<file path="config.mk">
export PLATFORM = sky130hd
export DESIGN_NAME = deadline_sorted_timer_queue
export DESIGN_NICKNAME = d
export VERILOG_FILES = /design/src/rtl/dstq_pkg.sv /design/src/rtl/deadline_sorted_timer_queue.sv /design/src/rtl/dstq_cell.sv
export SDC_FILE = /design/constraint.sdc
export NUM_CORES = 2
export LEC_CHECK = 0
export BUFFER_PORTS_ARGS = -buffer_cell sky130_fd_sc_hd__buf_2
export CAP_MARGIN = 0
export CORE_MARGIN = 1.5
export CORE_UTILIZATION = 50
export CTS_BUF_LIST = sky130_fd_sc_hd__clkbuf_4
export CTS_CLUSTER_DIAMETER = 40
export DETAILED_ROUTE_END_ITERATION = 6
export PLACE_DENSITY = 0.66
export SETUP_SLACK_MARGIN = 0.2
export SLEW_MARGIN = 20
export SYNTH_ARGS = -nofsm -noshare
export SYNTH_HDL_FRONTEND = slang
export SYNTH_SLANG_ARGS = --single-unit
</file>
<file path="constraint.sdc">
create_clock -name clock -period 19.7 [get_ports clock]
set_input_delay 1.97 -clock clock [delete_from_list [all_inputs] [get_ports clock]]
set_output_delay 1.97 -clock clock [all_outputs]
set_load 0.02 [all_outputs]
</file>
<file path="src/rtl/dstq_pkg.sv">
package dstq_pkg;

   // Widths of the word fields.
   localparam int TIME_BITS         = 48;
   localparam int DELAY_BITS        = 32;
   localparam int HANDLE_FIELD_BITS = 8;
   localparam int NEXT_BITS         = TIME_BITS + 1;
   localparam int COUNT_FIELD_BITS  = 5;
   localparam int OUTCOME_BITS      = 2;

   localparam int REQ_TDATA_BITS = 88;
   localparam int RSP_TDATA_BITS = 64;

   // Defaults for the top level parameters.
   localparam int DEF_QUEUE_DEPTH = 16;
   localparam int DEF_HANDLE_BITS = 8;

   // Request kinds (req_tuser).
   localparam logic REQ_SCHEDULE = 1'b0;
   localparam logic REQ_EXPIRE   = 1'b1;

   // Result outcomes (rsp_tuser).
   localparam logic [OUTCOME_BITS-1:0] OUT_SCHEDULED = 2'd0;
   localparam logic [OUTCOME_BITS-1:0] OUT_REJECTED  = 2'd1;
   localparam logic [OUTCOME_BITS-1:0] OUT_EXPIRED   = 2'd2;
   localparam logic [OUTCOME_BITS-1:0] OUT_NONE_DUE  = 2'd3;

   // Command broadcast to every cell of the row.
   typedef struct packed {
      logic insert;
      logic pop;
   } cell_ctrl_type;

endpackage

</file>
<file path="src/rtl/deadline_sorted_timer_queue.sv">
// Deadline-sorted timer queue. Up to QUEUE_DEPTH timers sit in a row of cells,
// cell 0 holding the earliest deadline. A schedule word (req_tuser = 0) takes
// deadline = now_us + max(delay_us, 0), saturated at 2^48-1, and inserts it after
// all timers with an equal deadline; when the queue is full it returns a reject
// word instead. An expire word (req_tuser = 1) pops every timer due at or before
// now_us, one result word per handle with rsp_tlast on the final one, or returns
// a single nothing-due word. Each result carries the earliest remaining deadline
// (all ones when empty) and the pending count. A schedule first registers the
// deadline add, then inserts in parallel across the cell row; an expire first
// registers now_us, then pops the due timers in turn, the row shifting one entry
// toward the head per cycle while the output register is free. A new request is
// taken only when the previous one has produced its last result word into the
// output register; rsp_tready low stalls both the insert and the pops.
module deadline_sorted_timer_queue #(
   parameter int QUEUE_DEPTH = dstq_pkg::DEF_QUEUE_DEPTH,
   parameter int HANDLE_BITS = dstq_pkg::DEF_HANDLE_BITS
) (
   input  logic                                   clock,
   input  logic                                   reset,
   // request channel
   input  logic                                   req_tvalid,
   output logic                                   req_tready,
   // [47:0] now_us, [79:48] delay_us, [87:80] timer_handle
   input  logic [dstq_pkg::REQ_TDATA_BITS-1:0]    req_tdata,
   // [0] req_type
   input  logic                                   req_tuser,
   // result channel
   output logic                                   rsp_tvalid,
   input  logic                                   rsp_tready,
   // [7:0] expired_handle, [56:8] next_deadline, [61:57] pending_count, [63:62] zero
   output logic [dstq_pkg::RSP_TDATA_BITS-1:0]    rsp_tdata,
   // [1:0] outcome
   output logic [dstq_pkg::OUTCOME_BITS-1:0]      rsp_tuser,
   output logic                                   rsp_tlast
);
   import dstq_pkg::*;

   localparam int CW = $clog2(QUEUE_DEPTH + 1);

   localparam logic [1:0] ST_IDLE   = 2'd0;
   localparam logic [1:0] ST_SCHED  = 2'd1;
   localparam logic [1:0] ST_EXPIRE = 2'd2;

   // control state
   logic [1:0]          state_ff, state_in;
   logic [CW-1:0]       count_ff, count_in;
   logic                rsp_valid_ff, rsp_valid_in;

   // request holding registers
   logic [TIME_BITS-1:0]   key_ff, key_in;
   logic [HANDLE_BITS-1:0] handle_ff, handle_in;

   // output word register
   logic [OUTCOME_BITS-1:0]     rsp_outcome_ff, rsp_outcome_in;
   logic [HANDLE_FIELD_BITS-1:0] rsp_handle_ff, rsp_handle_in;
   logic [NEXT_BITS-1:0]        rsp_next_ff, rsp_next_in;
   logic [COUNT_FIELD_BITS-1:0] rsp_count_ff, rsp_count_in;
   logic                        rsp_last_ff, rsp_last_in;

   // request fields
   logic [TIME_BITS-1:0]         req_now;
   logic [DELAY_BITS-1:0]        req_delay;
   logic [HANDLE_FIELD_BITS-1:0] req_handle;
   logic [TIME_BITS:0]           due_sum;

   // cell row
   cell_ctrl_type        ctrl;
   logic [TIME_BITS-1:0]   cell_deadline [QUEUE_DEPTH];
   logic [HANDLE_BITS-1:0] cell_handle   [QUEUE_DEPTH];
   logic                   cell_le       [QUEUE_DEPTH];
   logic                   cell_occ      [QUEUE_DEPTH];

   logic req_fire;
   logic out_free;
   logic full;

   assign req_now    = req_tdata[TIME_BITS-1:0];
   assign req_delay  = req_tdata[TIME_BITS +: DELAY_BITS];
   assign req_handle = req_tdata[TIME_BITS+DELAY_BITS +: HANDLE_FIELD_BITS];

   // Clamp a negative delay to zero, then add with one carry bit for saturation.
   assign due_sum = {1'b0, req_now}
                  + (req_delay[DELAY_BITS-1] ? '0 : (TIME_BITS+1)'(req_delay));

   assign req_tready = (state_ff == ST_IDLE);
   assign req_fire   = req_tvalid && req_tready;
   assign out_free   = !rsp_valid_ff || rsp_tready;
   assign full       = (count_ff == CW'(QUEUE_DEPTH));

   always_comb begin
      state_in       = state_ff;
      count_in       = count_ff;
      key_in         = key_ff;
      handle_in      = handle_ff;
      rsp_valid_in   = rsp_valid_ff && !rsp_tready;
      rsp_outcome_in = rsp_outcome_ff;
      rsp_handle_in  = rsp_handle_ff;
      rsp_next_in    = rsp_next_ff;
      rsp_count_in   = rsp_count_ff;
      rsp_last_in    = rsp_last_ff;
      ctrl           = '0;

      unique case (state_ff)
         ST_IDLE: begin
            if (req_fire) begin
               handle_in = HANDLE_BITS'(req_handle);
               if (req_tuser == REQ_EXPIRE) begin
                  key_in   = req_now;
                  state_in = ST_EXPIRE;
               end else begin
                  key_in   = due_sum[TIME_BITS] ? '1 : due_sum[TIME_BITS-1:0];
                  state_in = ST_SCHED;
               end
            end
         end
         ST_SCHED: begin
            if (out_free) begin
               rsp_valid_in  = 1'b1;
               rsp_handle_in = '0;
               rsp_last_in   = 1'b1;
               state_in      = ST_IDLE;
               if (full) begin
                  // drop the request, report the queue as it stands
                  rsp_outcome_in = OUT_REJECTED;
                  rsp_next_in    = {1'b0, cell_deadline[0]};
                  rsp_count_in   = COUNT_FIELD_BITS'(count_ff);
               end else begin
                  ctrl.insert    = 1'b1;
                  count_in       = count_ff + 1'b1;
                  rsp_outcome_in = OUT_SCHEDULED;
                  // new entry becomes head if the queue is empty or it is strictly earlier than the old head
                  rsp_next_in    = {1'b0, cell_le[0] ? cell_deadline[0] : key_ff};
                  rsp_count_in   = COUNT_FIELD_BITS'(count_ff + 1'b1);
               end
            end
         end
         ST_EXPIRE: begin
            if (out_free) begin
               rsp_valid_in = 1'b1;
               if (cell_le[0]) begin
                  // pop the head and advance the row
                  ctrl.pop       = 1'b1;
                  count_in       = count_ff - 1'b1;
                  rsp_outcome_in = OUT_EXPIRED;
                  rsp_handle_in  = HANDLE_FIELD_BITS'(cell_handle[0]);
                  rsp_next_in    = cell_occ[1] ? {1'b0, cell_deadline[1]} : '1;
                  rsp_count_in   = COUNT_FIELD_BITS'(count_ff - 1'b1);
                  rsp_last_in    = !cell_le[1];
                  if (!cell_le[1]) begin
                     state_in = ST_IDLE;
                  end
               end else begin
                  // only reached before any pop: nothing due
                  rsp_outcome_in = OUT_NONE_DUE;
                  rsp_handle_in  = '0;
                  rsp_next_in    = cell_occ[0] ? {1'b0, cell_deadline[0]} : '1;
                  rsp_count_in   = COUNT_FIELD_BITS'(count_ff);
                  rsp_last_in    = 1'b1;
                  state_in       = ST_IDLE;
               end
            end
         end
         default: begin
            state_in = ST_IDLE;
         end
      endcase
   end

   always_ff @(posedge clock) begin
      if (reset) begin
         state_ff     <= ST_IDLE;
         count_ff     <= '0;
         rsp_valid_ff <= 1'b0;
      end else begin
         state_ff     <= state_in;
         count_ff     <= count_in;
         rsp_valid_ff <= rsp_valid_in;
      end
   end

   always_ff @(posedge clock) begin
      key_ff         <= key_in;
      handle_ff      <= handle_in;
      rsp_outcome_ff <= rsp_outcome_in;
      rsp_handle_ff  <= rsp_handle_in;
      rsp_next_ff    <= rsp_next_in;
      rsp_count_ff   <= rsp_count_in;
      rsp_last_ff    <= rsp_last_in;
   end

   // Row of cells; cell i is occupied while i < count.
   for (genvar i = 0; i < QUEUE_DEPTH; i++) begin : g_cell
      logic                   prev_le;
      logic [TIME_BITS-1:0]   prev_deadline;
      logic [HANDLE_BITS-1:0] prev_handle;
      logic [TIME_BITS-1:0]   next_deadline;
      logic [HANDLE_BITS-1:0] next_handle;

      assign cell_occ[i] = (count_ff > CW'(i));

      if (i == 0) begin : g_head
         assign prev_le       = 1'b1;
         assign prev_deadline = key_ff;
         assign prev_handle   = handle_ff;
      end else begin : g_body
         assign prev_le       = cell_le[i-1];
         assign prev_deadline = cell_deadline[i-1];
         assign prev_handle   = cell_handle[i-1];
      end

      if (i == QUEUE_DEPTH - 1) begin : g_tail
         assign next_deadline = cell_deadline[i];
         assign next_handle   = cell_handle[i];
      end else begin : g_inner
         assign next_deadline = cell_deadline[i+1];
         assign next_handle   = cell_handle[i+1];
      end

      dstq_cell #(
         .HANDLE_BITS (HANDLE_BITS)
      ) u_cell (
         .clock         (clock),
         .ctrl          (ctrl),
         .key           (key_ff),
         .new_deadline  (key_ff),
         .new_handle    (handle_ff),
         .occupied      (cell_occ[i]),
         .prev_le       (prev_le),
         .prev_deadline (prev_deadline),
         .prev_handle   (prev_handle),
         .next_deadline (next_deadline),
         .next_handle   (next_handle),
         .deadline      (cell_deadline[i]),
         .handle        (cell_handle[i]),
         .le            (cell_le[i])
      );
   end

   assign rsp_tvalid = rsp_valid_ff;
   assign rsp_tdata  = {2'b00, rsp_count_ff, rsp_next_ff, rsp_handle_ff};
   assign rsp_tuser  = rsp_outcome_ff;
   assign rsp_tlast  = rsp_last_ff;

endmodule

</file>
<file path="src/rtl/dstq_cell.sv">
module dstq_cell #(
   parameter int HANDLE_BITS = dstq_pkg::DEF_HANDLE_BITS
) (
   input  logic                            clock,
   input  dstq_pkg::cell_ctrl_type         ctrl,
   input  logic [dstq_pkg::TIME_BITS-1:0]  key,
   input  logic [dstq_pkg::TIME_BITS-1:0]  new_deadline,
   input  logic [HANDLE_BITS-1:0]          new_handle,
   input  logic                            occupied,
   input  logic                            prev_le,
   input  logic [dstq_pkg::TIME_BITS-1:0]  prev_deadline,
   input  logic [HANDLE_BITS-1:0]          prev_handle,
   input  logic [dstq_pkg::TIME_BITS-1:0]  next_deadline,
   input  logic [HANDLE_BITS-1:0]          next_handle,
   output logic [dstq_pkg::TIME_BITS-1:0]  deadline,
   output logic [HANDLE_BITS-1:0]          handle,
   output logic                            le
);
   import dstq_pkg::*;

   logic [TIME_BITS-1:0]   deadline_ff, deadline_in;
   logic [HANDLE_BITS-1:0] handle_ff, handle_in;

   // Entry is held and due no later than the key.
   assign le = occupied && (deadline_ff <= key);

   always_comb begin
      deadline_in = deadline_ff;
      handle_in   = handle_ff;
      if (ctrl.pop) begin
         deadline_in = next_deadline;
         handle_in   = next_handle;
      end else if (ctrl.insert) begin
         if (!prev_le) begin
            // shift right to open the slot upstream
            deadline_in = prev_deadline;
            handle_in   = prev_handle;
         end else if (!le) begin
            deadline_in = new_deadline;
            handle_in   = new_handle;
         end
      end
   end

   always_ff @(posedge clock) begin
      deadline_ff <= deadline_in;
      handle_ff   <= handle_in;
   end

   assign deadline = deadline_ff;
   assign handle   = handle_ff;

endmodule

</file>
* Word-level counts from Yosys, hierarchy flattened
Cells that the tools add are included.
** Cells by class
- $add $sub $neg :: 3
- $lt $le $gt $ge :: 32
- Eq/ne operators :: 23
- Mux-type cells :: 165
- Bitwise logic cells :: 1
- Reduce and logical (&&, ||, !) cells :: 45
** Operators with widths (count)
- 48-bit 2-to-1 mux :: 64
- 48-bit less-or-equal comparator :: 16
- 8-bit 2-to-1 mux :: 64
- 49-bit 2-to-1 mux :: 5
- 49-bit case mux with 2 select lines :: 1
- 48-bit by 31-bit adder with 49-bit output :: 1
- 3-bit inequality test, second input constant :: 15
- 5-bit by 4-bit > comparator with 1-bit output, second input constant :: 8
- 2-bit AND reduction :: 16
- 31-bit 2-to-1 mux :: 1
- 5-bit by 3-bit > comparator with 1-bit output, second input constant :: 4
- 5-bit 2-to-1 mux :: 4
- 1-bit logical AND :: 18
- 2-bit 2-to-1 mux :: 8
- 8-bit case mux with 2 select lines :: 1
- 1-bit 2-to-1 mux :: 13
- 5-bit by 1-bit > comparator with 1-bit output, second input constant :: 2
- 5-bit by 2-bit > comparator with 1-bit output, second input constant :: 2
- 5-bit case mux with 2 select lines :: 1
- 2-bit inequality test, second input constant :: 4
- 2-bit case mux with 3 select lines :: 1
- 3-bit AND reduction :: 2
- 5-bit by 1-bit adder with 5-bit output, second input constant :: 1
- 5-bit equality test, second input constant :: 1
- 13 further kinds :: 16
** Storage, ports and cells
- Register bits :: 1025
- Input port bits :: 93
- Output and inout bits :: 69
- Logic and storage cells :: 311

* Logic depth before layout (Yosys ltp)
- Depth after elaboration :: 7
- Gate-level depth with buffers :: 15
- Gate-level depth less buffers :: 12

* Modules after synthesis
Synthesis repeated with hierarchy kept, for this count alone.
** Unflattened totals
- Cells, all modules :: 7593
- Area, all modules :: 73783.3 um^2
** Modules (own cells, without submodules)
- dstq_cell :: times used 16, cells an instance 417, area an instance 4051.4 um^2, seq. area each 1681.6 um^2
- deadline_sorted_timer_queue :: times used 1, cells an instance 921, area an instance 8961.1 um^2, seq. area each 3793.6 um^2

* Worst setup path before layout
OpenSTA, ideal clock, no wires.
- Path type :: register -> register
- Start :: register key_ff[1] (netlist: g_cell[0].prev_deadline[1])
- End :: register g_cell[1].u_cell.deadline_ff[0], enable pin
- Setup time :: 0.547 ns
- Arrival :: 6.767 ns
- Required time :: 19.153 ns
- Setup slack :: 12.386 ns
- Stages on the path, launching flop included :: 15
- Buffers on the path :: 4
- Clock period less this slack :: 7.314 ns
- Path through :: edfxtp_1 -> clkbuf_1 -> inv_1 -> ha_1 -> nor2b_1 -> o211ai_1 -> a21o_1 -> a211o_1 -> a311oi_2 -> or3_1 -> buf_2 -> buf_2 -> buf_2 -> nor2_1 -> o21ai_0
** On the way
- Longest elaborated chain between the ends :: 7
- Elaborated cells on any way between the ends :: 10
- Those cells by class :: order compare: 2; eq/ne: 1; mux: 3; reduce/logical: 4
** RTL lines
- from (decl) :: RTL line deadline_sorted_timer_queue.sv:50 : logic [TIME_BITS-1:0] key_ff, key_in;
- from (signal assigned) :: RTL line deadline_sorted_timer_queue.sv:182 : key_ff <= key_in;
- 48-bit less-or-equal comparator :: RTL line dstq_cell.sv:25 : assign le = occupied && (deadline_ff <= key);
- 1-bit logical AND :: RTL line dstq_cell.sv:25
- 1-bit 2-to-1 mux :: RTL line deadline_sorted_timer_queue.sv:140 : if (cell_le[0]) begin
- 1-bit 2-to-1 mux :: RTL line deadline_sorted_timer_queue.sv:138 : if (out_free) begin
- 1-bit 2-to-1 mux :: RTL line deadline_sorted_timer_queue.sv:103 : unique case (state_ff)
- 3-bit inequality test (no line) / 2-bit nonzero test (equally long branches)
- 2-bit AND reduction (no line) (*)
- to (signal assigned) :: RTL line dstq_cell.sv:46 : deadline_ff <= deadline_in;
- to (decl) :: RTL line dstq_cell.sv:21 : logic [TIME_BITS-1:0] deadline_ff, deadline_in;
Every way passes the cells marked *; elsewhere a longest branch is shown, timed or not.
A chain may end at the register's enable or synchronous reset.

* Worst setup path in the final report
- Start :: register key_ff[27] (netlist: g_cell[0].prev_deadline[27])
- End :: register g_cell[1].u_cell.deadline_ff[15] (data pin)
** On the way
- Longest elaborated chain between the ends :: 6
- Elaborated cells on any way between the ends :: 8
- Those cells by class :: order compare: 1; mux: 6; reduce/logical: 1
** RTL lines
- 48-bit less-or-equal comparator (*) :: RTL line dstq_cell.sv:25
- 1-bit logical AND (*) :: RTL line dstq_cell.sv:25
- 1-bit 2-to-1 mux :: RTL line deadline_sorted_timer_queue.sv:140
- 1-bit 2-to-1 mux :: RTL line deadline_sorted_timer_queue.sv:138
- 1-bit 2-to-1 mux :: RTL line deadline_sorted_timer_queue.sv:103
- 48-bit 2-to-1 mux (*) :: RTL line dstq_cell.sv:30 : if (ctrl.pop) begin
- via g_cell[1].u_cell.deadline_in[15] :: RTL line dstq_cell.sv:21
The timed path passes the listed nets; every way through them passes the cells marked *. The select of a mux whose other input is x is not followed.

==> impl_metrics.py <==
metrics = {
    "clock_network": {
        "cts_made_buffers": 318,
        "worstSkewPairLatency_ps": 1360,
        "clock_sinks": 1025,
        "tritoncts": "built",
        "cts_setup_buffers": 0,
        "cts_hold_buf": 0,
        "cts_htree_levels": 5,
        "clk_path_buf_depth": 4,
        "post_cts_resized": 0,
        "path_clk_slew_ps": 60,
        "root_buffer": "clkbuf_4",
    },
    "worst_setup_path": {
        "worst-r2r-setup-slack_ps": 11950,
        "critPathCaptureType": "register",
        "cp-start-kind": "register",
        "crit_arrival_ps": 8740,
        "rr_worst_depth": 15,
        "reg2reg_from": "g_cell[0].prev_deadline[27]",
        "r2r_end": "g_cell[1].u_cell.deadline[15]",
        "critical_path_required_ps": 20690,
        "critPathKind": "reg -> reg",
        "cp_max_fo": 93,
    },
    "finish": {
        "area_growth_pct": 9.13,
        "final_cells": 9256,
        "fillers": 12500,
        "drive_above_1_share": 0.111,
        "layout.nets": 8064,
    },
    "timing": {
        "layout_setup_ws_ps": 11950,
        "post-route-min-period_ps": 7750,
        "fmax_mhz": 129,
        "fin_setup_tns_ps": 0,
        "skew_ps": 120,
        "finalSetupViolCount": 0,
        "holdWs_ps": 516,
        "relSlewSlack": 0.163,
        "timing.final.crit_share": 0.393,
        "hold_viol_final": 0,
        "rsz0062_at_grt": "no",
        "report.final.slew_viol_count": 0,
        "worst_slew_pin_slew_ps": 1260,
    },
    "worst_hold_path": {
        "hp-class": "reg -> reg",
        "holdPathStages": 2,
        "hold_end": "g_cell[14].u_cell.handle[5]",
        "hold_path_startpoint": "g_cell[15].u_cell.handle[5]",
    },
    "placed_design": {
        "dp.cells": 8716,
        "dp_slack_ps": 12460,
        "hpwl_um": 201000,
        "gp_congestion": 1.03,
        "io_buffers": 159,
    },
    "logic_synthesis": {
        "synth.avg_cell_area_um2": 9.97,
        "yosysTopAreaCellShare": 0.435,
        "synth_ff_type": "edfxtp_1",
        "syn_inst": 7039,
        "syn_area_um2": 70200,
        "ys_warn_count": 0,
        "ys_async_sr_fraction": 0,
        "netlist_top_cells_count": "nand2_1, edfxtp_1, o21ai_0, ha_1, mux2i_1",
        "ys_types": 76,
        "synth-edff-count": 1017,
        "synth-seq-cells": 1025,
        "yosysTopAreaCell": "edfxtp_1",
        "yosysMostFrequentCell": "nand2_1",
        "synthTopCellsByArea": "edfxtp_1, ha_1, mux2i_1",
        "synth_seq_area_share": 0.437,
    },
    "floorplanning": {
        "core_um2": 139000,
        "die_w_um": 378,
        "row_count": 137,
        "start_util": 0.504,
        "fp.dieH_um": 378,
        "dieArea_um2": 143000,
        "ios": 162,
    },
    "power_and_ir_drop": {
        "p_seq_frac": 0.454,
        "p_int_mw": 4.05,
        "power.total_mw": 6.12,
        "p_leak_nw": 30.4,
        "power_density_nw_per_um2": 79.9,
        "pwr-share-clk": 0.341,
        "combPwrFrac": 0.205,
        "power_switching_mw": 2.07,
        "vdd_ir_drop_max_v": 0.0000674,
        "swShare": 0.339,
    },
    "flow_run": {
        "cap_violations": 0,
    },
    "grt": {
        "grtUsageTotal": 0.403,
        "grt_pass1_vias": 56700,
        "grt-ovfl-total": 0,
        "grt_max_degree": 295,
        "grt_first_pass_wirelength_um": 411000,
        "antenna_found_initial": 11,
    },
    "detailed_routing": {
        "routed_wl_um": 293000,
        "drtPass1Iterations": 7,
        "drc": 1,
        "drt_iter0_drc": 9276,
        "postRouteAntennaNets": 0,
        "vias_per_cell": 6.63,
        "wire_per_inst_um": 31.6,
        "vias": 61400,
    },
    "run_status": {
        "status": "finished, violations left",
        "violations": "DRC",
    },
}
logic make-up (layout without fill, tap and decap cells):
| group | after synthesis | in the layout | share of synthesized area |
|---|---|---|---|
| AOI/OAI and AO/OA | 1850 | 1850 | 0.153 |
| xor gates and xnor gates | 32 | 32 | 0.00399 |
| adders and majority gates | 808 | 808 | 0.144 |
| DFF | 1025 | 1025 | 0.437 |
| buffers and inverters | 574 | 908 | 0.0343 |
| other | 1 | 8 | 0.0000534 |
| muxes | 673 | 673 | 0.0963 |
| and+or+nand+nor | 2076 | 2076 | 0.131 |
sequential cells by signal (all words and copies together) (netlist names):
| signal | flops |
|---|---|
| g_cell.u_cell.deadline | 768 |
| g_cell.u_cell.handle | 128 |
| rsp_next_ff | 49 |
| g_cell.prev_deadline | 48 |
| g_cell.prev_handle | 8 |
| rsp_handle_ff | 8 |
| count_ff | 5 |
| rsp_count_ff | 5 |
| rsp_tuser | 2 |
| state_ff | 2 |
| rsp_tlast | 1 |
| rsp_tvalid | 1 |
power groups by stage:
stage | Combinational (mW) | Sequential (mW) | Clock (mW)
after floorplan | 0.732 | 2.72 | 0
after global placement | 1.18 | 2.82 | 0
after detailed placement | 1.20 | 2.82 | 0
after CTS | 1.20 | 2.77 | 2.11
after global routing | 1.33 | 2.79 | 2.21
final | 1.25 | 2.78 | 2.09
worst max-delay path, cell delays in order (launching register included):
cell	delay, ps
edfxtp_1	1030
inv_1	700
ha_1	560
nand4_1	200
nor4_1	920
nand3_1	200
nand2_1	120
o2bb2ai_1	270
nor3_4	260
buf_4	630
buf_4	760
buf_4	790
nor2_4	10
buf_4	480
nand2_1	200
nand2_1	80
layer usage:
| layer | vias to the layer above | track usage | wire length (µm) |
|---|---|---|---|
| met1 | 29500 | 0.574 | 119000 |
| met4 | 6 | 0.200 | 15800 |
| met2 | 4328 | 0.560 | 119000 |
| met5 | - | 0 | 76 |
| met3 | 704 | 0.109 | 39000 |
| li1 | 26800 | - | - |
area by class of cell:
cell class                 count  area [µm²]  share of cell area
clock buffer                 430        3230              0.0422
sequential                  1025       30700               0.401
clock inverter               101         505             0.00660
antenna                        6        15.0            0.000196
tap                         1876        2350              0.0306
multi-input combinational   5441       37500               0.490
timing repair buffer         282        1910              0.0250
inverter                      95         357             0.00466
per-stage QoR:
stage / util / instance area [µm²]
global route: 0.550 / 76600
floorplan: - / 70200
detailed placement: 0.522 / 72800
global placement: 0.521 / 72700
finish: 0.550 / 76600
CTS: 0.549 / 76500
how the worst max path moves through the flow:
stage                                            from                             to  slack [ps]  depth (start not counted)
after floorplan            g_cell[0].prev_deadline[1]   g_cell[1].u_cell.deadline[0]       12390                         14
after global placement    g_cell[0].prev_deadline[27]   g_cell[1].u_cell.deadline[0]       12480                         15
after CTS                 g_cell[0].prev_deadline[27]  g_cell[1].u_cell.deadline[15]       12410                         15
after detailed placement  g_cell[0].prev_deadline[27]   g_cell[1].u_cell.deadline[0]       12460                         15
after global routing      g_cell[0].prev_deadline[27]   g_cell[1].u_cell.deadline[7]       11830                         15
final                     g_cell[0].prev_deadline[27]  g_cell[1].u_cell.deadline[15]       11950                         15
placed cells by master, fill, tap and decap left out, types with 13 or more instances in the layout:
cell type,count
nand2b_1,18
nor2b_1,94
clkinv_1,75
nor2_1,284
a22oi_1,52
and3_1,13
buf_4,110
a31oi_1,73
or3_1,57
a211oi_1,42
o21a_1,26
inv_1,94
buf_2,160
a221oi_1,58
mux2i_1,653
xor2_1,16
nand3_1,95
nand4_1,160
xnor2_1,16
a21oi_1,358
a21o_1,116
nor3_1,86
ha_1,806
and4_1,20
nand2_1,1173
mux2_2,20
o21ai_0,907
edfxtp_1,1017
and2_1,14
nor4_1,23
clkinv_2,17
clkbuf_4,430
o21ai_1,31
o211ai_1,52
a2111oi_0,18
No activity file was read; power rests on OpenSTA's default activity.
